===== src/rtl/mjt_pkg.sv =====
// Shared widths, register codes and the configuration bundle of the min-jerk trajectory block.
`timescale 1ns / 1ps
`default_nettype none

package mjt_pkg;

	// Field widths
	localparam int unsigned TIME_W = 32;
	localparam int unsigned DUR_W  = 24;
	localparam int unsigned POS_W  = 16;
	localparam int unsigned ANAT_W = 17;
	localparam int unsigned IDX_W  = 2;
	localparam int unsigned DATA_W = 24;

	// Default phase resolution
	localparam int unsigned FRAC_BITS_DEFAULT = 16;

	// Register indexes
	localparam logic [IDX_W-1:0] REG_EXTENDED     = 2'd0;
	localparam logic [IDX_W-1:0] REG_FLEXED       = 2'd1;
	localparam logic [IDX_W-1:0] REG_FLEX_DUR     = 2'd2;
	localparam logic [IDX_W-1:0] REG_EXT_DUR      = 2'd3;

	// Move directions
	localparam logic OP_FLEXION   = 1'b0;
	localparam logic OP_EXTENSION = 1'b1;

	// Reset values
	localparam logic [DUR_W-1:0] DUR_RESET = 24'd1000000;

	// Configuration registers as seen by the datapath
	typedef struct packed {
		logic signed [POS_W-1:0] extended_position;
		logic signed [POS_W-1:0] flexed_position;
		logic [DUR_W-1:0]        flexion_duration;
		logic [DUR_W-1:0]        extension_duration;
	} cfg_t;

endpackage

`default_nettype wire


===== src/rtl/mjt_blend.sv =====
// Minimum-jerk blend s^3 * (10 - 15s + 6s^2) over pipelined multiplier stages, then a clamp to [0, one].
`timescale 1ns / 1ps
`default_nettype none

module mjt_blend #(
	parameter int unsigned FRACTION_BITS = mjt_pkg::FRAC_BITS_DEFAULT
) (
	input  wire                    clk,
	input  wire                    arst_n,
	input  wire                    in_valid,
	output logic                   in_ready,
	input  wire                    in_op,
	input  wire  [FRACTION_BITS:0] in_phase,
	output logic                   out_valid,
	input  wire                    out_ready,
	output logic                   out_op,
	output logic [FRACTION_BITS:0] out_blend
);
	localparam int unsigned F    = FRACTION_BITS;
	localparam int unsigned SQ_W = 2 * F + 2;
	localparam int unsigned PW   = F + 6;
	localparam int unsigned MW   = F + 5;
	localparam int unsigned BP_W = 2 * F + 6;
	localparam logic [F:0]    ONE   = (F+1)'(1) << F;
	localparam logic [PW-1:0] ONE_P = PW'(1) << F;

	logic            v_s1, v_s2, v_s3, v_s4;
	logic            rdy_s1, rdy_s2, rdy_s3, rdy_s4;
	logic            op_s1, op_s2, op_s3, op_s4;
	logic [SQ_W-1:0] sq_s1;
	logic [F:0]      s_s1;
	logic [SQ_W-1:0] cube_s2;
	logic            ppos_s2, ppos_s3;
	logic [MW-1:0]   pmag_s2;
	logic [BP_W-1:0] prod_s3;
	logic [F:0]      b_s4;

	logic [F:0]      s2_c;
	logic [F:0]      s3_c;
	logic [PW-1:0]   p_c;
	logic [PW-1:0]   bq_c;

	assign rdy_s4   = !v_s4 || out_ready;
	assign rdy_s3   = !v_s3 || rdy_s4;
	assign rdy_s2   = !v_s2 || rdy_s3;
	assign rdy_s1   = !v_s1 || rdy_s2;
	assign in_ready = rdy_s1;

	always_ff @(posedge clk or negedge arst_n) begin
		if (!arst_n) begin
			v_s1 <= 1'b0;
			v_s2 <= 1'b0;
			v_s3 <= 1'b0;
			v_s4 <= 1'b0;
		end else begin
			if (rdy_s1) v_s1 <= in_valid;
			if (rdy_s2) v_s2 <= v_s1;
			if (rdy_s3) v_s3 <= v_s2;
			if (rdy_s4) v_s4 <= v_s3;
		end
	end

	// s^2 (s never exceeds one, so the top bit of the product is zero)
	always_ff @(posedge clk) begin
		if (rdy_s1 && in_valid) begin
			sq_s1 <= SQ_W'(in_phase) * SQ_W'(in_phase);
			s_s1  <= in_phase;
			op_s1 <= in_op;
		end
	end

	// s^3 product and the quadratic factor 10 - 15s + 6s^2
	assign s2_c = sq_s1[2*F:F];
	assign p_c  = (PW'(10) * ONE_P) - (PW'(15) * PW'(s_s1)) + (PW'(6) * PW'(s2_c));

	always_ff @(posedge clk) begin
		if (rdy_s2 && v_s1) begin
			cube_s2 <= SQ_W'(s2_c) * SQ_W'(s_s1);
			ppos_s2 <= !p_c[PW-1] && (p_c != '0);
			pmag_s2 <= p_c[MW-1:0];
			op_s2   <= op_s1;
		end
	end

	// s^3 times the factor
	assign s3_c = cube_s2[2*F:F];

	always_ff @(posedge clk) begin
		if (rdy_s3 && v_s2) begin
			prod_s3 <= BP_W'(s3_c) * BP_W'(pmag_s2);
			ppos_s3 <= ppos_s2;
			op_s3   <= op_s2;
		end
	end

	// Scale back and clamp to [0, one]
	assign bq_c = prod_s3[BP_W-1:F];

	always_ff @(posedge clk) begin
		if (rdy_s4 && v_s3) begin
			if (!ppos_s3) begin
				b_s4 <= '0;
			end else if (bq_c > ONE_P) begin
				b_s4 <= ONE;
			end else begin
				b_s4 <= bq_c[F:0];
			end
			op_s4 <= op_s3;
		end
	end

	assign out_valid = v_s4;
	assign out_op    = op_s4;
	assign out_blend = b_s4;

endmodule

`default_nettype wire


===== config.mk =====
export PLATFORM = sky130hd
export DESIGN_NAME = mjt_blend
export DESIGN_NICKNAME = d
export VERILOG_FILES = /design/src/rtl/mjt_pkg.sv /design/src/rtl/mjt_blend.sv
export SDC_FILE = /design/constraint.sdc
export NUM_CORES = 2
export LEC_CHECK = 0
export BUFFER_PORTS_ARGS = -buffer_cell sky130_fd_sc_hd__buf_2
export CORE_UTILIZATION = 45
export CTS_BUF_LIST = sky130_fd_sc_hd__clkbuf_2
export DETAILED_ROUTE_END_ITERATION = 10
export PLACE_DENSITY = 0.64
export SYNTH_ARGS = -nofsm -noshare
export SYNTH_HDL_FRONTEND = slang
export SYNTH_SLANG_ARGS = --single-unit

===== constraint.sdc =====
create_clock -name clk -period 10.31 [get_ports clk]
set_clock_uncertainty 0.15 [all_clocks]
set_input_delay 2.062 -clock clk [delete_from_list [all_inputs] [get_ports clk]]
set_output_delay 2.062 -clock clk [all_outputs]
set_load 0.02 [all_outputs]

# == Word-level counts from Yosys, hierarchy flattened ==
# Index checks and enable logic that the tools add are counted.
# word_totals
ff_bits,169
latch_bits,0
mem_bits_rw,0
mem_bits_ro,0
out_inout_bits,20
wordCells,43
mem_count,0
# classes
add_sub_neg,2
multipliers,5
div,0
order_cmp,1
eq_ne,0
shift,0
n_mux,1
bitwise_logic,1
reduce_logical,16
# op_table
cell,n
multiplier 17 x 17 -> 33 bit,2
multiplier 17 x 21 -> 38 bit,1
adder 22 x 20 -> 22 bit,1
> comparator 22 x 17 -> 1 bit (second input constant),1
nonzero test 22 bit,1
subtractor 20 x 21 -> 22 bit (first input constant),1
multiplier 4 x 17 -> 21 bit (first input constant),1
multiplier 2 x 17 -> 19 bit (first input constant),1
two-way mux 17 bit,1
logical AND 1 bit,5
zero test 1 bit,5
logical OR 1 bit,4
OR reduction 2 bit,1
NOT 1 bit,1

# == Longest topological paths before layout ==
# depth
ltp_word,6
mapped_depth,26

# == Worst setup path before layout ==
# Ideal clock, no wire load.
# synth_path
path_type,input-to-reg
from,input port in_phase[14]
to,"register sq_s1[32], data pin"
arrival_time_ps,7376
t_required_ps,9900
path_slack_ps,2524
stages,24
path_buffers,2
path_cell_list,clkbuf_1 clkbuf_1 nand2_1 fa_1 inv_1 fa_1 inv_1 fa_1 inv_1 fa_1 inv_1 fa_1 inv_1 fa_1 ha_1 a21o_1 a21o_1 a21oi_1 o21ai_0 nand2_1 o2111ai_1 o31a_1 a21oi_1 xnor2_1
# synth_between
elab_chain_cells,1
# synth_lines
item,line_no,rtl
from (decl),mjt_blend.sv:13,"input wire [FRACTION_BITS:0] in_phase,"
multiplier 17 x 17 -> 33 bit,mjt_blend.sv:66,sq_s1 <= SQ_W'(in_phase) * SQ_W'(in_phase);
to (signal assigned),mjt_blend.sv:66,
to (decl),mjt_blend.sv:30,logic [SQ_W-1:0] sq_s1;
# Every way passes these cells.
# A chain may end at the register's enable or synchronous reset.

# == Worst setup path after layout ==
# layout_path
from,register s_s1[6]
to,"register cube_s2[32], data pin"
# layout_between
elab_chain_cells,1
# layout_lines
item,line_no,rtl
from (decl),mjt_blend.sv:31,logic [F:0] s_s1;
from (signal assigned),mjt_blend.sv:67,s_s1 <= in_phase;
multiplier 17 x 17 -> 33 bit,mjt_blend.sv:78,cube_s2 <= SQ_W'(s2_c) * SQ_W'(s_s1);
to (signal assigned),mjt_blend.sv:78,
to (decl),mjt_blend.sv:32,logic [SQ_W-1:0] cube_s2;
# Every way passes these cells.

==> results.json <==
{
  "slew_viol_final": 0,
  "mostFrequentLayoutCell": "inv_1",
  "final_hold_viol_count": 0,
  "grt_pass1_wl_um": 128500,
  "slew_headroom_pct": 26.30,
  "synth_cells": 3725,
  "holdBufCountCts": 0,
  "max_slew.worst_pin.slew_ns": 1.106,
  "fin_crit_ns": 7.566,
  "drc": 0,
  "post_cts_buffers": 0,
  "num_rows": 101,
  "antenna_found_initial": 2,
  "core_um2": 76200,
  "hold_class": "reg2reg",
  "crit_path_max_fanout": 21,
  "clk_pin_slew_worst_paths_ns": 0.29,
  "reg2reg_depth": 22,
  "htree_levels": 4,
  "synthesis.area_um2": 34760,
  "die_h_um": 279.9,
  "firstDrtPassIters": 5,
  "yosys.area.top_type": "fa_1",
  "post_drt_wl_per_cell_um": 15.72,
  "timing.rr.end": "cube_s2[32]",
  "outcome": "complete, no violations",
  "grt_usage_pct": 20.63,
  "yosys_warnings": 0,
  "synth_top_family_by_area": "adder cells",
  "drive_above_1_share_pct": 3.401,
  "fin_tns_setup_ns": 0,
  "die_x_um": 279.9,
  "cts_tree": "yes",
  "setup_ws_ns": 2.744,
  "setup_viol": 0,
  "num_io_pins": 42,
  "rsz0062_at_grt": "no",
  "synth_mux_area_share_pct": 0.03239,
  "final_nets": 4839,
  "clock_latency_ns": 1.00,
  "first_iter_violations": 1133,
  "start_util_pct": 45.62,
  "clk_path_buf_depth": 2,
  "synth-compound-area-share_pct": 4.632,
  "syn_to_final_growth_pct": 4.409,
  "path_class": "reg2reg",
  "synth.area.top_cells": "fa_1 (43%), ha_1 (14%), inv_1 (11%)",
  "timing.final.crit_share_pct": 73.39,
  "synth_top_area_share_pct": 42.90,
  "synthXorXnorAreaFrac_pct": 2.494,
  "crit_required_ns": 11.03,
  "port_buffers": 41,
  "detail-route-antenna-nets": 0,
  "startpoint": "s_s1[6]",
  "endpoint": "cube_s2[32]",
  "final_cell_mix": "inv_1 (1,013), fa_1 (745), nand2_1 (523), ha_1 (380), and2_1 (283)",
  "cp-end-kind": "flop",
  "dpl.hpwl_um": 59530,
  "fmax_ghz": 0.1322,
  "grt_start_max_net_pins": 41,
  "synth_cell_types": 59,
  "grt_pass1_vias": 25830,
  "drt-vias-per-instance": 4.948,
  "reg2reg_slack_ns": 2.74,
  "synth_simple_gate_area_share_pct": 13.50,
  "cts-root-buf": "clkbuf_2",
  "synth_nets": 4872,
  "synth_fa_ha_area_share_pct": 56.58,
  "cts_sinks": 121,
  "synth_edf_count": 117,
  "place_congestion": 0.8541,
  "routed_wl_um": 74480,
  "ys_seq_elements": 121,
  "avgSynthCellArea_um2": 9.332,
  "synthArstFlopShare_pct": 3.306,
  "start_kind": "flop",
  "synth_top_flop_cell": "edfxtp_1",
  "dieArea_um2": 78370,
  "post_cts_resized": 0,
  "cp.arrival_ns": 8.28,
  "grt-ovfl-total": 0,
  "regToRegStartpoint": "s_s1[6]",
  "vias": 23440,
  "seq_area_frac_synth_pct": 10.39,
  "pre_cts_ws_ns": 1.830,
  "nFillCells": 7279,
  "maxCapViolations": 0,
  "cts_buffers": 17
}
==> metrics by stage <==
step | util [%] | std cells | hold slack (ns) | instance area (um^2)
floorplan | - | 3725 | 0.2503 | 34760
global placement | 47.31 | 4703 | 0.2507 | 36050
detailed placement | 47.31 | 4703 | 0.2554 | 36050
CTS | 47.62 | 4735 | 0.3041 | 36290
global route | 47.63 | 4738 | 0.3199 | 36300
finish | 47.63 | 4738 | 0.3023 | 36300
==> layer usage <==
layer | global-route usage, % | vias to the layer above | wire [um]
met5 | 0 | - | 0
met4 | 6.235 | 0 | 1782
met3 | 2.627 | 98 | 3537
met2 | 35.22 | 520 | 35880
met1 | 27.35 | 11880 | 33280
li1 | - | 10950 | -
==> how the worst min path moves through the flow <==
stage | start | end | slack (ns) | depth (start not counted)
6_report | op_s3 | out_op | 0.30 | 0
3_5_place_dp | op_s3 | out_op | 0.26 | 0
2_1_floorplan | op_s1 | op_s2 | 0.25 | 0
4_1_cts | op_s3 | out_op | 0.30 | 0
3_3_place_gp | ppos_s2 | ppos_s3 | 0.25 | 0
5_1_grt | op_s3 | out_op | 0.32 | 0
==> layout make-up <==
cell class | count | area (um^2) | area share, %
diodes | 3 | 7.507 | 0.02068
clock buffers | 17 | 85.08 | 0.2344
clock inverters | 15 | 152.6 | 0.4206
inverters | 1015 | 3810 | 10.50
multi-input cells | 2459 | 26860 | 73.99
flip-flops and latches | 121 | 3613 | 9.956
well taps | 1030 | 1289 | 3.551
repair buffers | 78 | 483.0 | 1.331
==> sequential cells by signal (all words and copies together) (netlist names) <==
register	count
prod_s3	22
pmag_s2	21
sq_s1	18
s_s1	16
op_s1	1
out_valid	1
v_s2	1
ppos_s3	1
cube_s2	17
v_s3	1
ppos_s2	1
op_s2	1
out_op	1
op_s3	1
v_s1	1
out_blend	17
==> kinds of logic (layout without fill, tap and decap cells) <==
| family | Yosys count | after routing |
|---|---|---|
| buffers and inverters | 1145 | 1125 |
| multiplexers | 1 | 1 |
| AO/OA/AOI/OAI | 241 | 241 |
| XOR/XNOR | 99 | 99 |
| adder cells (fa/ha/maj) | 1125 | 1125 |
| AND/OR/NAND/NOR | 993 | 993 |
| flip-flops | 121 | 121 |
| other | 0 | 3 |
==> synth_stat cells, types with 2 or more instances <==
master / count
inv_1: 1013
fa_1: 745
nand2_1: 523
ha_1: 380
and2_1: 285
clkbuf_1: 129
edfxtp_1: 117
nor2_1: 76
xnor2_1: 67
a21oi_1: 66
a21o_1: 51
xor2_1: 32
o21ai_0: 23
nor2b_1: 19
nand3_1: 18
o21a_1: 18
nor3_1: 17
nand4_1: 14
a211oi_1: 12
nand2b_1: 11
a31oi_1: 10
and3_1: 10
o21bai_1: 10
o21ai_1: 8
o211ai_1: 6
nor4_1: 5
a31o_1: 4
dfrtp_1: 4
o2111ai_1: 4
or2_2: 4
o31a_1: 3
or3_1: 3
a2111oi_0: 2
a21o_2: 2
a221o_1: 2
a221oi_1: 2
a41o_1: 2
nand3b_1: 2
o221ai_1: 2
o31ai_1: 2
o41a_1: 2
or4_1: 2
or4b_1: 2
==> worst max-delay path: stages (launching register included) <==
cell and delay [ns]:
edfxtp_1 1.15, nand2_1 0.21, fa_1 0.56, inv_1 0.06
fa_1 0.47, inv_1 0.05, fa_1 0.53, inv_1 0.07
fa_1 0.53, inv_1 0.05, fa_1 0.39, fa_1 0.51
inv_1 0.04, ha_1 0.33, a21o_1 0.20, a21o_1 0.16
a221o_1 0.35, nor3_1 0.14, a21oi_1 0.25, a31oi_1 0.40
o21ai_1 0.24, a2111o_1 0.45, nand3_1 0.13
Power is left out: the tool's default activity adds up to more than one toggle a clock period on the data nets, which glitch-free logic cannot reach.
