===== config.mk =====
export PLATFORM = sky130hd
export DESIGN_NAME = mjt_phase
export DESIGN_NICKNAME = d
export VERILOG_FILES = /design/src/rtl/mjt_pkg.sv /design/src/rtl/mjt_phase.sv
export SDC_FILE = /design/constraint.sdc
export NUM_CORES = 2
export LEC_CHECK = 0
export BUFFER_PORTS_ARGS = -buffer_cell sky130_fd_sc_hd__buf_2
export CAP_MARGIN = 20
export CORE_MARGIN = 3
export CORE_UTILIZATION = 65
export CTS_CLUSTER_SIZE = 12
export DETAILED_ROUTE_END_ITERATION = 8
export MAX_ROUTING_LAYER = met4
export PLACE_DENSITY = 0.83
export SYNTH_ARGS = -nofsm -noshare
export SYNTH_HDL_FRONTEND = slang
export SYNTH_SLANG_ARGS = --single-unit

===== constraint.sdc =====
create_clock -name clk -period 11.9 [get_ports clk]
set_clock_uncertainty 0.2 [all_clocks]
set_input_delay 0.595 -clock clk [delete_from_list [all_inputs] [get_ports clk]]
set_output_delay 0.595 -clock clk [all_outputs]
set_load 0.03 [all_outputs]

===== src/rtl/mjt_pkg.sv =====
// Shared widths, register codes and the configuration bundle of the min-jerk trajectory block.
`timescale 1ns / 1ps
`default_nettype none

package mjt_pkg;

	// Field widths
	localparam int unsigned TIME_W = 32;
	localparam int unsigned DUR_W  = 24;
	localparam int unsigned POS_W  = 16;
	localparam int unsigned ANAT_W = 17;
	localparam int unsigned IDX_W  = 2;
	localparam int unsigned DATA_W = 24;

	// Default phase resolution
	localparam int unsigned FRAC_BITS_DEFAULT = 16;

	// Register indexes
	localparam logic [IDX_W-1:0] REG_EXTENDED     = 2'd0;
	localparam logic [IDX_W-1:0] REG_FLEXED       = 2'd1;
	localparam logic [IDX_W-1:0] REG_FLEX_DUR     = 2'd2;
	localparam logic [IDX_W-1:0] REG_EXT_DUR      = 2'd3;

	// Move directions
	localparam logic OP_FLEXION   = 1'b0;
	localparam logic OP_EXTENSION = 1'b1;

	// Reset values
	localparam logic [DUR_W-1:0] DUR_RESET = 24'd1000000;

	// Configuration registers as seen by the datapath
	typedef struct packed {
		logic signed [POS_W-1:0] extended_position;
		logic signed [POS_W-1:0] flexed_position;
		logic [DUR_W-1:0]        flexion_duration;
		logic [DUR_W-1:0]        extension_duration;
	} cfg_t;

endpackage

`default_nettype wire


===== src/rtl/mjt_phase.sv =====
// Elapsed time and phase: modular subtract, clamp test and a restoring divider, one bit a stage.
`timescale 1ns / 1ps
`default_nettype none

module mjt_phase #(
	parameter int unsigned FRACTION_BITS = mjt_pkg::FRAC_BITS_DEFAULT
) (
	input  wire                                clk,
	input  wire                                arst_n,
	input  wire                                in_valid,
	output logic                               in_ready,
	input  wire                                opcode,
	input  wire  [mjt_pkg::TIME_W-1:0]         start_time,
	input  wire  [mjt_pkg::TIME_W-1:0]         now_time,
	input  wire  mjt_pkg::cfg_t                cfg,
	output logic                               out_valid,
	input  wire                                out_ready,
	output logic                               out_op,
	output logic [FRACTION_BITS:0]             out_phase
);
	import mjt_pkg::*;

	localparam int unsigned F = FRACTION_BITS;
	localparam logic [F:0] ONE = (F+1)'(1) << F;

	// Stage 1: elapsed time and duration for the direction
	logic              v_s1;
	logic [TIME_W-1:0] el_s1;
	logic [DUR_W-1:0]  dur_s1;
	logic              op_s1;
	logic              rdy_s1;

	// Divider chain: index 0 is the clamp stage, 1..F produce one quotient bit each
	logic             dv_s   [0:F];
	logic [DUR_W-1:0] drem_s [0:F];
	logic [DUR_W-1:0] ddur_s [0:F];
	logic [F-1:0]     dq_s   [0:F];
	logic             dsat_s [0:F];
	logic             dop_s  [0:F];
	logic [F:0]       d_rdy;

	// Final stage: phase value
	logic       v_s3;
	logic [F:0] phase_s3;
	logic       op_s3;
	logic       rdy_s3;

	// Per-stage ready, bubbles collapse
	assign rdy_s3   = !v_s3 || out_ready;
	assign rdy_s1   = !v_s1 || d_rdy[0];
	assign in_ready = rdy_s1;

	always_ff @(posedge clk or negedge arst_n) begin
		if (!arst_n) begin
			v_s1 <= 1'b0;
		end else if (rdy_s1) begin
			v_s1 <= in_valid;
		end
	end

	always_ff @(posedge clk) begin
		if (rdy_s1 && in_valid) begin
			el_s1  <= now_time - start_time;
			dur_s1 <= (opcode == OP_EXTENSION) ? cfg.extension_duration : cfg.flexion_duration;
			op_s1  <= opcode;
		end
	end

	// Clamp stage: a move at or past its duration, or of no duration, is complete
	always_ff @(posedge clk or negedge arst_n) begin
		if (!arst_n) begin
			dv_s[0] <= 1'b0;
		end else if (d_rdy[0]) begin
			dv_s[0] <= v_s1;
		end
	end

	always_ff @(posedge clk) begin
		if (d_rdy[0] && v_s1) begin
			dsat_s[0] <= (dur_s1 == '0) || (el_s1 >= TIME_W'(dur_s1));
			drem_s[0] <= el_s1[DUR_W-1:0];
			ddur_s[0] <= dur_s1;
			dq_s[0]   <= '0;
			dop_s[0]  <= op_s1;
		end
	end

	genvar j;
	generate
		for (j = 0; j <= F; j++) begin : g_rdy
			if (j == F) begin : g_last
				assign d_rdy[j] = !dv_s[j] || rdy_s3;
			end else begin : g_mid
				assign d_rdy[j] = !dv_s[j] || d_rdy[j+1];
			end
		end

		for (j = 1; j <= F; j++) begin : g_div
			logic [DUR_W:0] shifted;
			logic [DUR_W:0] diff;
			logic           ge;

			// Shift in a zero bit and try the subtract
			assign shifted = {drem_s[j-1], 1'b0};
			assign diff    = shifted - {1'b0, ddur_s[j-1]};
			assign ge      = (shifted >= {1'b0, ddur_s[j-1]});

			always_ff @(posedge clk or negedge arst_n) begin
				if (!arst_n) begin
					dv_s[j] <= 1'b0;
				end else if (d_rdy[j]) begin
					dv_s[j] <= dv_s[j-1];
				end
			end

			always_ff @(posedge clk) begin
				if (d_rdy[j] && dv_s[j-1]) begin
					drem_s[j] <= ge ? diff[DUR_W-1:0] : shifted[DUR_W-1:0];
					dq_s[j]   <= {dq_s[j-1][F-2:0], ge};
					ddur_s[j] <= ddur_s[j-1];
					dsat_s[j] <= dsat_s[j-1];
					dop_s[j]  <= dop_s[j-1];
				end
			end
		end
	endgenerate

	// Phase select
	always_ff @(posedge clk or negedge arst_n) begin
		if (!arst_n) begin
			v_s3 <= 1'b0;
		end else if (rdy_s3) begin
			v_s3 <= dv_s[F];
		end
	end

	always_ff @(posedge clk) begin
		if (rdy_s3 && dv_s[F]) begin
			phase_s3 <= dsat_s[F] ? ONE : {1'b0, dq_s[F]};
			op_s3    <= dop_s[F];
		end
	end

	assign out_valid = v_s3;
	assign out_phase = phase_s3;
	assign out_op    = op_s3;

endmodule

`default_nettype wire


# Yosys cells after proc, flatten, opt, wreduce, memory -nomap -nowiden
# Memories as Yosys holds them, arrays and structs flattened. A register that Yosys moved wholly into a read port is not among the register bits.
# Cells that the tools add are included.
# Widths: inputs -> output; s select.
# op_classes
n_addsub	17
order_cmp	17
n_mux	52
reduce_logical	59
# op_table
operator	n
$mux 24	17
$ge 25x24->1	16
$sub 24x24->24	16
$mux 1	34
$ge 32x24->1	1
$sub 32x32->32	1
$logic_not 24->1	1
$logic_or 1x1->1	20
$logic_and 1x1->1	19
$logic_not 1->1	19
$mux 17	1
# totals
regBits	93
ram_bits	1122
input_bits	149
n_memories	5
# memory_table
name	depth	word_bits	read_ports	rd_clocked_by_memory_dff	write_ports	line_no	text
ddur_s	17	24	16	0	17	mjt_phase.sv:36	logic [DUR_W-1:0] ddur_s [0:F];
drem_s	17	24	16	0	17	mjt_phase.sv:35	logic [DUR_W-1:0] drem_s [0:F];
dq_s	17	16	17	0	17	mjt_phase.sv:37	logic [F-1:0] dq_s [0:F];
dop_s	17	1	17	1	17	mjt_phase.sv:39	logic dop_s [0:F];
dsat_s	17	1	17	0	17	mjt_phase.sv:38	logic dsat_s [0:F];

# Depth between registers and ports, before layout
# logic_depth
ltp_word	22
depth_mapped	14

# Least setup slack after synthesis
# OpenSTA, ideal clock, no wires.
# synth_path
kind	input to register
start	input port out_ready
end	memory ddur_s[4][4], in the netlist ddur_s[0][100], enable pin
arrival_time_ns	5.182
t_required_ns	11.152
slack_ns	5.970
path_stages	6
n_path_buf	0
cell_sequence	nand4b_1 inv_1 and3_1 nand3_1 nor3_1 a21boi_0
# synth_rtl
element	line_no	text
start, declared	mjt_phase.sv:17	input wire out_ready,
end, declared	mjt_phase.sv:36	

# Worst setup path in the final report
# layout_path
start	register v_s3, in the netlist out_valid
end	output port in_ready
# layout_via
elab_chain_len	20
# layout_rtl
element	line_no	text
start, declared	mjt_phase.sv:43	logic v_s3;
start signal, assigned	mjt_phase.sv:133	v_s3 <= dv_s[F];
$logic_not 1->1	mjt_phase.sv:49	assign rdy_s3 = !v_s3 || out_ready;
$logic_or 1x1->1	mjt_phase.sv:49	
$logic_or 1x1->1	mjt_phase.sv:92	assign d_rdy[j] = !dv_s[j] || rdy_s3;
$logic_or 1x1->1 (16 in a row)	mjt_phase.sv:94	assign d_rdy[j] = !dv_s[j] || d_rdy[j+1];
$logic_or 1x1->1	mjt_phase.sv:50	assign rdy_s1 = !v_s1 || d_rdy[0];
end, declared	mjt_phase.sv:11	output logic in_ready,
# Every way passes these cells.

==> impl_metrics.csv <==
group,metric,value,unit
route,dr_total_vias,37672,
setup_path,crit_path_max_fanout,6,
setup_path,worstPathCellList,"nand4b_1, inv_1, and3_1, nand3_1, nor3_1, nand4_1, nor2_1, nand3_1, buf_2",
pwr,powerDensity,240,mW/mm²
global_route,grt_pass1_vias,37259,
route,antenna_left,0,
setup_path,worstSetupPathType,"flip-flop to output pin",
synth,synth_enable_flop_cells,1013,
synth,ys_seq_area_frac,0.552,
sta,setup_viol,0,
worst_hold_path,hold_path.class,"primary input to flip-flop",
clock_network,post_cts_buffers,0,
setup_path,cp-startpoint,"out_valid",
place,dpl_worst_slack,7.21,ns
setup_path,cpPeakStageDelay,0.85,ns
sta,rsz0062_at_grt,"no",
pwr,finalPower,14700,µW
global_route,grt_overflow_total,0,
clock_network,cts.path.max_buffers,3,
place,io_buffers,136,
pwr,switching_share,0.356,
clock_network,htreeDepth,3,
sta,layout_min_cycle_time,4.79,ns
global_route,grt_pass1_wl,190,mm
setup_path,cp-end-kind,"output pin",
job,cap_viol_max_count,0,
route,routed_via_density,6.00,
clock_network,cts.clk_slew.worst_paths,0.06,ns
pwr,combPwrFrac,0.400,
global_route,gr-usage-all-layers,0.272,
finish,areaGrowthSynthToFinish,9.73,%
clock_network,cts.sinks,1032,
worst_hold_path,hold_start,"cfg[6]",
route,avgRoutedWirePerCell,18.9,µm
floorplanning,die_area,0.0897,mm²
setup_path,ff2ff_path_depth,10,
floorplanning,core-area,0.0853,mm²
synth,synth_area_leader_cell,"edfxtp_1",
setup_path,cp_common_cell,"nand3_1",
synth,ys_warn_count,0,
synth,async_flop_share,0.0184,
sta,relSlewSlack,0.322,
clock_network,worst_skew_pair.late_latency,0.67,ns
route,wl,119,mm
sta,worstMarginPinSlew,1.01,ns
global_route,grt_antenna_before_repair,2,
route,drt_iter0_drc,2945,
sta,hold_violations,0,
synth,synth_top_cell_area_share,0.543,
worst_hold_path,worstHoldEndpoint,"dur_s1[6]",
pwr,p_int,9500,µW
floorplanning,start_util,0.656,
finish,nets,5659,
setup_path,reg2reg_from,"out_valid",
finish,stdcell_count,6274,
route,drt_first_pass_iters,5,
finish,final_layout_size_suffix_gt1_frac,0.0985,
synth,ys_top_cells_by_area,"edfxtp_1 (54%), ha_1 (9.8%), inv_1 (3.8%), a21oi_1 (3.0%), o21ai_0 (2.9%)",
sta,clock.fmax,209,MHz
setup_path,start_kind,"flip-flop",
clock_network,cts_buffers,105,
synth,synthCells,4836,
synth,ys_ff_latch,1032,
route,drc_errors,0,
sta,fin_ws,7.11,ns
synth,synthesis.area,0.0560,mm²
sta,finalSetupTns,0,ns
finish,nFillCells,5645,
synth,synthFlopType,"edfxtp_1",
synth,synthTopCellsByCount,"edfxtp_1 (1,013), inv_1 (571), ha_1 (438)",
synth,ys_types,90,
setup_path,worstPathArrival,4.00,ns
clock_network,cts_root_buf,"clkbuf_16",
floorplanning,die_x,299,µm
place,dp_hpwl,88.2,mm
sta,slew_violations,0,
synth,syn_nets,5439,
pwr,leakage,0.0254,µW
outcome,outcome,"finished clean",
setup_path,cp_slowest_cell,"nor3_1",
setup_path,reg2reg_to,"el_s1[28]",
clock_network,ctsHoldBuffers,16,
place,gp_congestion,0.936,
sta,post-route-period-util,0.403,
floorplanning,io_pins,169,
pwr,seq_power_share,0.393,
floorplanning,fp-row-count,107,
clock_network,cts_resized,0,
synth,synth_area_per_cell,11.6,µm²
place,post-place-cells,6076,
clock_network,cts_tree,"built",
setup_path,reg2reg_slack,7.67,ns
synth,synthMostInstantiatedCell,"edfxtp_1",
worst_hold_path,worstHoldPathCells,2,
global_route,grt_max_degree,66,
setup_path,worstPathRequired,11.11,ns
floorplanning,die_h,299,µm
pwr,p_sw,5250,µW
pwr,pwr-share-clk,0.207,
pwr,peakVddDrop,0.182,mV
sta,hold_slack,0.0351,ns
how the worst max path moves through the flow:
stage,endpoint,slack (ns),cells after the start
after floorplan,ddur_s[0][100],5.97,6
final,in_ready,7.11,9
after global placement,el_s1[28],7.36,11
after global routing,in_ready,6.71,9
after detailed placement,ddur_s[0][23],7.21,10
after CTS,in_ready,7.01,9
state kept, by name, summed over array words and instances, names as in the netlist:
| signal | cells |
|---|---|
| dv_s | 17 |
| out_op | 1 |
| el_s1 | 32 |
| v_s1 | 1 |
| dq_s | 136 |
| dop_s | 17 |
| drem_s | 384 |
| out_phase | 17 |
| dur_s1 | 24 |
| dsat_s | 17 |
| ddur_s | 384 |
| op_s1 | 1 |
| out_valid | 1 |
through the flow:
step                      area, µm²   util
final                         61400  0.720
after global routing          61400  0.720
after CTS                     61400  0.720
after detailed placement      58100  0.681
after global placement        58100  0.681
after floorplan               56000      -
per-layer routing:
metal / share of wire / GRT usage / vias up
met5: 0 / - / -
met3: 0.052 / 0.0331 / 345
met2: 0.51 / 0.478 / 1313
met4: 0.049 / 0.125 / 0
li1: - / - / 18081
met1: 0.38 / 0.313 / 17933
final cells by class:
cell class,instances,area (µm²),area share
clock buffers,140,2790,0.0454
inverters,572,2150,0.0350
diodes,1,2.50,0.0000407
multi-input cells,3161,22700,0.370
flip-flops and latches,1032,30900,0.503
well taps,1144,1430,0.0233
clock inverters,40,350,0.00570
repair buffers,184,1090,0.0178
layout by cell type (no fill, tap or decap), types with 16 or more instances in the layout:
cell type / netlist / routed
o21a_1: 72 / 70
xor2_1: 128 / 128
clkinv_1: 0 / 16
and3_1: 35 / 35
nor2_1: 279 / 279
mux2_2: 120 / 120
a31oi_1: 45 / 44
nand3_1: 58 / 58
a21oi_1: 340 / 340
o21bai_1: 42 / 41
nand2b_1: 60 / 60
o21ai_0: 325 / 324
buf_2: 18 / 136
nand2_1: 316 / 316
xnor2_1: 173 / 173
ha_1: 438 / 438
o211ai_1: 26 / 26
dfrtp_1: 19 / 19
dlygate4sd3_1: 0 / 16
clkbuf_16: 0 / 105
nor3_1: 49 / 49
a21boi_0: 18 / 17
buf_4: 0 / 31
inv_1: 571 / 571
fa_1: 16 / 16
edfxtp_1: 1013 / 1013
nand4_1: 62 / 62
nor2b_1: 61 / 58
or3_1: 28 / 28
and2_1: 32 / 22
clkbuf_1: 45 / 32
nor4_1: 21 / 21
o31ai_1: 24 / 24
a211oi_1: 33 / 33
or2_2: 20 / 20
a21o_1: 139 / 139
kinds of logic after synthesis:
logic type,share of synthesized area
compound gates,0.135
xor+xnor,0.0471
fa+ha+maj,0.104
buf+inv,0.0444
flops,0.552
mux,0.0257
simple gates,0.0922
power by group through the flow:
stage	Sequential [µW]	Clock, µW	Combinational, µW
after floorplan	5640	0	4550
after global placement	5830	0	5520
after detailed placement	5850	0	5760
after CTS	5790	3100	5850
after global routing	5860	3260	6580
final	5790	3050	5910
critical path, delay by kind of cell, from the launching register on:
family	cells	cell delay (ns)
AND/OR/NAND/NOR	7	2.56
flip-flops	1	0.38
buffers and inverters	2	0.37
No activity file was read; power rests on OpenSTA's default activity.
