$ cat src/rtl/mjt_pkg.sv
// Shared widths, register codes and the configuration bundle of the min-jerk trajectory block.
`timescale 1ns / 1ps
`default_nettype none

package mjt_pkg;

	// Field widths
	localparam int unsigned TIME_W = 32;
	localparam int unsigned DUR_W  = 24;
	localparam int unsigned POS_W  = 16;
	localparam int unsigned ANAT_W = 17;
	localparam int unsigned IDX_W  = 2;
	localparam int unsigned DATA_W = 24;

	// Default phase resolution
	localparam int unsigned FRAC_BITS_DEFAULT = 16;

	// Register indexes
	localparam logic [IDX_W-1:0] REG_EXTENDED     = 2'd0;
	localparam logic [IDX_W-1:0] REG_FLEXED       = 2'd1;
	localparam logic [IDX_W-1:0] REG_FLEX_DUR     = 2'd2;
	localparam logic [IDX_W-1:0] REG_EXT_DUR      = 2'd3;

	// Move directions
	localparam logic OP_FLEXION   = 1'b0;
	localparam logic OP_EXTENSION = 1'b1;

	// Reset values
	localparam logic [DUR_W-1:0] DUR_RESET = 24'd1000000;

	// Configuration registers as seen by the datapath
	typedef struct packed {
		logic signed [POS_W-1:0] extended_position;
		logic signed [POS_W-1:0] flexed_position;
		logic [DUR_W-1:0]        flexion_duration;
		logic [DUR_W-1:0]        extension_duration;
	} cfg_t;

endpackage

`default_nettype wire

$ cat src/rtl/mjt_interp.sv
// Interpolation between the configured positions, rounding, saturation and anatomical angle.
`timescale 1ns / 1ps
`default_nettype none

module mjt_interp #(
	parameter int unsigned FRACTION_BITS = mjt_pkg::FRAC_BITS_DEFAULT
) (
	input  wire                                 clk,
	input  wire                                 arst_n,
	input  wire                                 in_valid,
	output logic                                in_ready,
	input  wire                                 in_op,
	input  wire  [FRACTION_BITS:0]              in_blend,
	input  wire  mjt_pkg::cfg_t                 cfg,
	output logic                                out_valid,
	input  wire                                 out_ready,
	output logic signed [mjt_pkg::POS_W-1:0]    out_reference,
	output logic signed [mjt_pkg::ANAT_W-1:0]   out_anatomical
);
	import mjt_pkg::*;

	localparam int unsigned F    = FRACTION_BITS;
	localparam int unsigned PR_W = POS_W + F + 1;
	localparam int unsigned SM_W = PR_W + 1;
	localparam logic [SM_W-1:0] HALF = SM_W'(1) << (F - 1);

	logic v_s1, v_s2, v_s3, v_s4;
	logic rdy_s1, rdy_s2, rdy_s3, rdy_s4;
	logic op_s1, op_s2;
	logic neg_s1, neg_s2;
	logic [POS_W-1:0]          mag_s1;
	logic [F:0]                b_s1;
	logic [PR_W-1:0]           prod_s2;
	logic signed [POS_W+1:0]   raw_s3;
	logic signed [POS_W-1:0]   ref_s4;
	logic signed [ANAT_W-1:0]  anat_s4;

	logic signed [ANAT_W-1:0]  delta_c;
	logic [ANAT_W-1:0]         abs_c;
	logic [SM_W-1:0]           sum_c;
	logic [POS_W-1:0]          r_c;
	logic signed [POS_W+1:0]   step_c;
	logic signed [POS_W+1:0]   ext18;
	logic signed [POS_W+1:0]   flex18;
	logic signed [POS_W+1:0]   lim_hi_c;
	logic signed [POS_W+1:0]   lim_c;
	logic signed [ANAT_W-1:0]  ext17;

	assign ext18  = {{2{cfg.extended_position[POS_W-1]}}, cfg.extended_position};
	assign flex18 = {{2{cfg.flexed_position[POS_W-1]}}, cfg.flexed_position};
	assign ext17  = {cfg.extended_position[POS_W-1], cfg.extended_position};

	assign rdy_s4   = !v_s4 || out_ready;
	assign rdy_s3   = !v_s3 || rdy_s4;
	assign rdy_s2   = !v_s2 || rdy_s3;
	assign rdy_s1   = !v_s1 || rdy_s2;
	assign in_ready = rdy_s1;

	always_ff @(posedge clk or negedge arst_n) begin
		if (!arst_n) begin
			v_s1 <= 1'b0;
			v_s2 <= 1'b0;
			v_s3 <= 1'b0;
			v_s4 <= 1'b0;
		end else begin
			if (rdy_s1) v_s1 <= in_valid;
			if (rdy_s2) v_s2 <= v_s1;
			if (rdy_s3) v_s3 <= v_s2;
			if (rdy_s4) v_s4 <= v_s3;
		end
	end

	// Sign and magnitude of the travel (magnitude fits 16 bits)
	assign delta_c = ext17 - {cfg.flexed_position[POS_W-1], cfg.flexed_position};
	assign abs_c   = delta_c[ANAT_W-1] ? ANAT_W'(-delta_c) : ANAT_W'(delta_c);

	always_ff @(posedge clk) begin
		if (rdy_s1 && in_valid) begin
			neg_s1 <= delta_c[ANAT_W-1];
			mag_s1 <= abs_c[POS_W-1:0];
			b_s1   <= in_blend;
			op_s1  <= in_op;
		end
	end

	// Travel times blend
	always_ff @(posedge clk) begin
		if (rdy_s2 && v_s1) begin
			prod_s2 <= PR_W'(mag_s1) * PR_W'(b_s1);
			neg_s2  <= neg_s1;
			op_s2   <= op_s1;
		end
	end

	// Round half away from zero on the magnitude, then apply from the start position
	assign sum_c  = {1'b0, prod_s2} + HALF;
	assign r_c    = sum_c[F+POS_W-1:F];
	assign step_c = neg_s2 ? -$signed({2'b00, r_c}) : $signed({2'b00, r_c});

	always_ff @(posedge clk) begin
		if (rdy_s3 && v_s2) begin
			raw_s3 <= (op_s2 == OP_EXTENSION) ? (flex18 + step_c) : (ext18 - step_c);
		end
	end

	// Limit to extended first, then to flexed
	assign lim_hi_c = (raw_s3 > ext18) ? ext18 : raw_s3;
	assign lim_c    = (lim_hi_c < flex18) ? flex18 : lim_hi_c;

	always_ff @(posedge clk) begin
		if (rdy_s4 && v_s3) begin
			ref_s4  <= lim_c[POS_W-1:0];
			anat_s4 <= lim_c[ANAT_W-1:0] - ext17;
		end
	end

	assign out_valid      = v_s4;
	assign out_reference  = ref_s4;
	assign out_anatomical = anat_s4;

endmodule

`default_nettype wire

$ cat config.mk
export PLATFORM = sky130hd
export DESIGN_NAME = mjt_interp
export DESIGN_NICKNAME = d
export VERILOG_FILES = /design/src/rtl/mjt_pkg.sv /design/src/rtl/mjt_interp.sv
export SDC_FILE = /design/constraint.sdc
export NUM_CORES = 1
export LEC_CHECK = 0
export BUFFER_PORTS_ARGS = -buffer_cell sky130_fd_sc_hd__buf_2
export CAP_MARGIN = 15
export CORE_MARGIN = 2
export CORE_UTILIZATION = 50
export DETAILED_ROUTE_END_ITERATION = 6
export PLACE_DENSITY = 0.71
export SLEW_MARGIN = 20
export SYNTH_ARGS = -nofsm -noshare
export SYNTH_HDL_FRONTEND = slang
export SYNTH_SLANG_ARGS = --single-unit
$ cat constraint.sdc
create_clock -name clk -period 7.2 [get_ports clk]
set_clock_uncertainty 0.05 [all_clocks]
set_input_delay 1.44 -clock clk [delete_from_list [all_inputs] [get_ports clk]]
set_output_delay 1.44 -clock clk [all_outputs]
set_load 0.05 [all_outputs]
* Word level (Yosys, flattened, before mapping)
Index checks and enable logic that the tools add are counted.
Storage, ports and cells: flip-flop bits (word level) 124, input bits 102, output and inout port bits 35, word-level logic and storage cells 41
Cells by class: muxes and demuxes 5, magnitude comparators 2, reductions and logical operators 12, add/subtract/negate cells 7, multipliers 1
Operator list (number):
- 2-to-1 mux 18 bit | 3
- adder 32 x 16 -> 32 bit, second input constant | 1
- multiplier 16 x 17 -> 32 bit | 1
- adder 16 x 18 -> 18 bit | 1
- greater-than comparator 18 x 16 -> 1 bit | 1
- less-than comparator 18 x 16 -> 1 bit | 1
- negation 16 -> 18 bit | 1
- subtractor 16 x 18 -> 18 bit | 1
- 2-to-1 mux 17 bit | 1
- subtractor 16 x 16 -> 17 bit | 1
- subtractor 17 bit | 1
- 2-to-1 mux 16 bit | 1
- negation 16 bit | 1
- logical AND 1 bit | 4
- zero test 1 bit | 4
- logical OR 1 bit | 4

* Depth between registers and ports, before layout
depth in word-level cells 6, mapped depth 32, gate-level depth less buffers 31

* Worst setup path before layout
Ideal clock, no wire load.
path kind input-to-reg, from input port cfg[79] in the netlist's numbering, to register anat_s4[16] (netlist: out_anatomical[16]) (data pin), required time 6.889 ns, stages on the path 32, buffers on the path 2, setup time 0.261 ns, path slack -0.453 ns, arrival 7.342 ns, cells stage by stage inv_1 -> ha_1 -> nand4_1 -> nor4_1 -> a211o_1 -> and4b_1 -> o21ai_2 -> clkbuf_1 -> nand2_1 -> o21ai_0 -> ha_1 -> a21o_1 -> a21o_1 -> a2111oi_0 -> o21ai_1 -> nor2b_1 -> a31o_2 -> a41o_1 -> clkbuf_1 -> nor2_1 -> a21oi_1 -> fa_1 -> nand2_1 -> a21oi_1 -> o41ai_1 -> o21ai_0 -> o21ai_0 -> nand2b_1 -> a21oi_1 -> o21a_1 -> o21ai_0 -> xnor2_1
On the way: longest elaborated chain between the ends 5
RTL lines:
- start: declaration | RTL line mjt_interp.sv:14 | input wire mjt_pkg::cfg_t cfg,
- greater-than comparator 18 x 16 -> 1 bit | RTL line mjt_interp.sv:107 | assign lim_hi_c = (raw_s3 > ext18) ? ext18 : raw_s3;
- 2-to-1 mux 18 bit * | RTL line mjt_interp.sv:107
- less-than comparator 18 x 16 -> 1 bit | RTL line mjt_interp.sv:108 | assign lim_c = (lim_hi_c < flex18) ? flex18 : lim_hi_c;
- 2-to-1 mux 17 bit * | RTL line mjt_interp.sv:108
- via lim_c[1] | RTL line mjt_interp.sv:46 | logic signed [POS_W+1:0] lim_c;
- subtractor 17 bit * | RTL line mjt_interp.sv:113 | anat_s4 <= lim_c[ANAT_W-1:0] - ext17;
- end signal: assignment | RTL line mjt_interp.sv:113
- end: declaration | RTL line mjt_interp.sv:36 | logic signed [ANAT_W-1:0] anat_s4;
The timed path passes the listed nets; every way through them passes the cells marked *. A chain may end at the register's enable or synchronous reset.

* Worst setup path in the final report
from input port cfg[79] in the netlist's numbering, to register anat_s4[16] (netlist: out_anatomical[16]) (data pin)
On the way: longest elaborated chain between the ends 5
RTL lines (RTL line):
- greater-than comparator 18 x 16 -> 1 bit | mjt_interp.sv:107
- 2-to-1 mux 18 bit | mjt_interp.sv:107
- less-than comparator 18 x 16 -> 1 bit | mjt_interp.sv:108
- 2-to-1 mux 17 bit | mjt_interp.sv:108
- subtractor 17 bit * | mjt_interp.sv:113
Mark *: on every way between the ends. The rest lies on a longest branch, timed or not.

==> impl_results.md <==
- DRT iter0 DRCs: 708
- Synth warn: 0
- Fmax: 135.9 MHz
- Worst-path maximum fanout: 6
- Crit Path Class: primary input to register
- Worst Reg2Reg Path Length in Cells: 22
- Initial Util: around half
- Critical path origin: cfg[79]
- Gpl congestion: 0.8978
- Post-Syn Area: 17010 um^2
- Clock Latency Late Sink: ~0.38 ns
- Flop2flop setup slack: 0.31 ns
- Routed WL: 42910 um
- Sequential share of the synthesized area: a little under a fifth
- Initial antenna violation count: 1
- Nets: around 2600
- Crit. End Element: register
- Final Hold Vio Count: 0
- FFs w/ async S/R, synth: 3.670%
- Slew @ Worst Pin: between 1 and 1.5 ns
- Total gr overflow: 0
- Fillers: 2839
- CTS tree: built
- Startpoint Class: primary input
- DR pass1 iterations: 5
- Num CTS Buffers: 9
- RSZ-0062 raised after global routing: yes
- Area growth from synthesis to layout: 17.03%
- Worst setup path endpoint: out_anatomical[16]$_DFFE_PP_
- Core Rows: 67
- Worst r2r src: mag_s1[7]$_DFFE_PP_
- Ant diodes: 0
- Fin Setup TNS: -0.4297 ns
- Via count: 13860
- Clk root buf: clkbuf_16
- Layout cells sized above 1: between 10% and 20%
- FF-to-FF End: prod_s2[28]$_DFFE_PP_
- Post-Syn Instances: around 1900
- Status: finished, violations left
- Top cell by count, worst path: o21ai_2
- Final hold slack: 0.3727 ns
- Endpoints failing setup: 3
- Core area: roughly 34000 um^2
- Die area: 35510 um^2
- Most used DFF post-synth: edfxtp_1
- Die Height: 188.5 um
- CP Data Required Time: around 7.3 ns
- Final antenna-violating net count: 0
- Port bufs: 88
- H-tree depth: 3
- Syn Nets: approximately 2400
- Type of the worst min-delay path: register to register
- First-pass GRT wire length: 70120 um
- CTS clk-pin slew, worst paths: 0.09 ns
- Clk sink count: between 100 and 150
- Number of global-route vias before repair: 14110
- Period minus WS final: around 7.4 ns
- CP peak stage delay: 0.42 ns
- Ports: 137
- Failing checks: setup timing
- Drt via density: 5.448
- Crit path DAT: 7.44 ns
- Clock Path Buffers: 2
- Number of flops mapped to enable cells by yosys: 105
- CP max stage cell: o41ai_4
- Syn avg cell area: 9.068 um^2
- Die X: 188.5 um
- Worst setup margin: -0.1586 ns
- Hold buffer count at CTS: 0
- GR Util All Layers: 24.55%
- DP HPWL: 35010 um
- Slew Limit Fails: 0
- Synthesized flop and latch total: 109
- DRC viols: 0
- Pin count of the biggest net entering global routing: 36
- Worst hold path depth: 0
- Hold wc startpoint: neg_s1$_DFFE_PP_
- Post-route clock period utilization: 102.2%
- Routed len/inst: 16.87 um
- MaxCap Viol Count: 0
- Unique cell type count in the Yosys netlist: 72
- Worst slew margin: 32.60%
==> cell families (layout without fill, tap and decap cells) <==
family          count (synthesis)  in the layout  synth area share, %
simple gates                  577            577                15.91
fa+ha+maj                     412            412                39.57
buf+inv                       369            589                8.149
compound gates                277            277                10.36
xor+xnor                      123            123                6.333
flops                         109            109                19.12
mux                             9              9               0.5590
==> layout by cell type, fill, tap and decap left out, drive strengths merged, types with 4 or more instances in the layout <==
cell type  netlist  layout
o21bai           4       4
edfxtp         105     105
ha             202     202
nand3           23      23
buf              1     267
nand2          273     273
nor3            22      22
o31ai            5       5
o41ai            5       5
mux2             4       4
a21o            26      26
nor2            81      81
clkbuf          62       9
inv            306     306
or3              4       4
dfrtp            4       4
o21ai           75      75
nor2b           14      14
a31o             4       4
mux2i            5       5
a31oi            8       8
xnor2           72      72
nand2b          18      18
o21a            16      16
clkinv           0       4
a211oi          12      12
fa             210     210
or2              8       8
nand4           13      13
and3            14      14
xor2            51      51
a21oi           87      87
and2            93      93
o211ai           4       4
==> cell type report <==
cell class                 instances  area (um^2)  share of cell area (%)
sequential                       109         3253                   16.34
clock inverter                     7        128.9                  0.6473
multi-input combinational       1398        12760                   64.07
timing repair buffer             267         1833                   9.207
inverter                         306         1152                   5.788
clock buffer                       9        225.2                   1.131
tap                              448        560.5                   2.815
==> synthesized netlist by cell type, types with 4 or more instances <==
library cell  number  area, um^2
a211oi_1          12       90.09
a21o_1            26       195.2
a21oi_1           86       430.4
a31o_2             4       35.03
a31oi_1            8       50.05
and2_1            93       581.8
and3_1            14       87.58
clkbuf_1          62       232.7
dfrtp_1            4       100.1
edfxtp_1         105        3153
fa_1             210        4204
ha_1             202        2527
inv_1            305        1145
mux2_2             4       45.04
mux2i_1            5       50.05
nand2_1          273        1025
nand2b_1          17       106.4
nand3_1           23       115.1
nand4_1           13       81.33
nor2_1            81       304.0
nor2b_1           14       87.58
nor3_1            22       110.1
o211ai_1           4       30.03
o21a_1            16       120.1
o21ai_0           65       325.3
o21ai_1            9       45.04
o21bai_1           4       30.03
o31ai_1            5       37.54
o41ai_1            4       35.03
or2_2              5       31.28
xnor2_1           72       630.6
xor2_1            51       446.7
==> worst min-delay path by stage <==
stage | slack [ns] | endpoint
2_1_floorplan | 0.35 | neg_s2$_DFFE_PP_
3_3_place_gp | 0.36 | neg_s2$_DFFE_PP_
3_5_place_dp | 0.36 | neg_s2$_DFFE_PP_
4_1_cts | 0.37 | neg_s2$_DFFE_PP_
5_1_grt | 0.39 | neg_s2$_DFFE_PP_
6_report | 0.37 | neg_s2$_DFFE_PP_
==> registers in the layout (all words and copies together) (netlist names), 16 cells and up <==
register / count
prod_s2: 17
out_reference: 16
out_anatomical: 17
mag_s1: 16
b_s1: 17
raw_s3: 18
==> stage by stage <==
stage	cells	worst slack, ns	instance area, um^2	util [%]
final	2544	-0.1586	19910	59.37
after global routing	2544	-0.4429	19910	59.37
after CTS	2510	0.01432	19510	58.17
after detailed placement	2481	-0.7885	18830	56.15
after global placement	2481	-0.5834	18830	56.15
after floorplan	1876	0.001757	17090	-
==> worst max-delay path, delay by kind of cell <==
kind,cells,cell delay (ns)
AOI/OAI and AO/OA,17,3.12
adders and majority gates,4,1.11
and+or+nand+nor,7,1.03
buffers and inverters,5,0.63
xor gates and xnor gates,1,0.12
==> repair_timing <==
| action | 4_1_cts | 5_1_grt |
|---|---|---|
| pin swaps | 29 | 46 |
| gates resized for setup | 44 | 48 |
| hold endpoints to repair | 0 | 0 |
| setup endpoints to repair | 6 | 12 |
| setup buffers | 11 | 36 |
| gates cloned | 2 | 0 |
==> routing by layer <==
metal,vias up,track usage (%),routed length (um)
li1,6522,-,-
met1,6842,32.81,18170
met2,422,42.22,21210
met3,74,2.980,2589
met4,0,6.761,937
met5,-,0,0
Power is not shown: default switching activity piles up to over one toggle a cycle in this logic, so the estimate is an artifact.
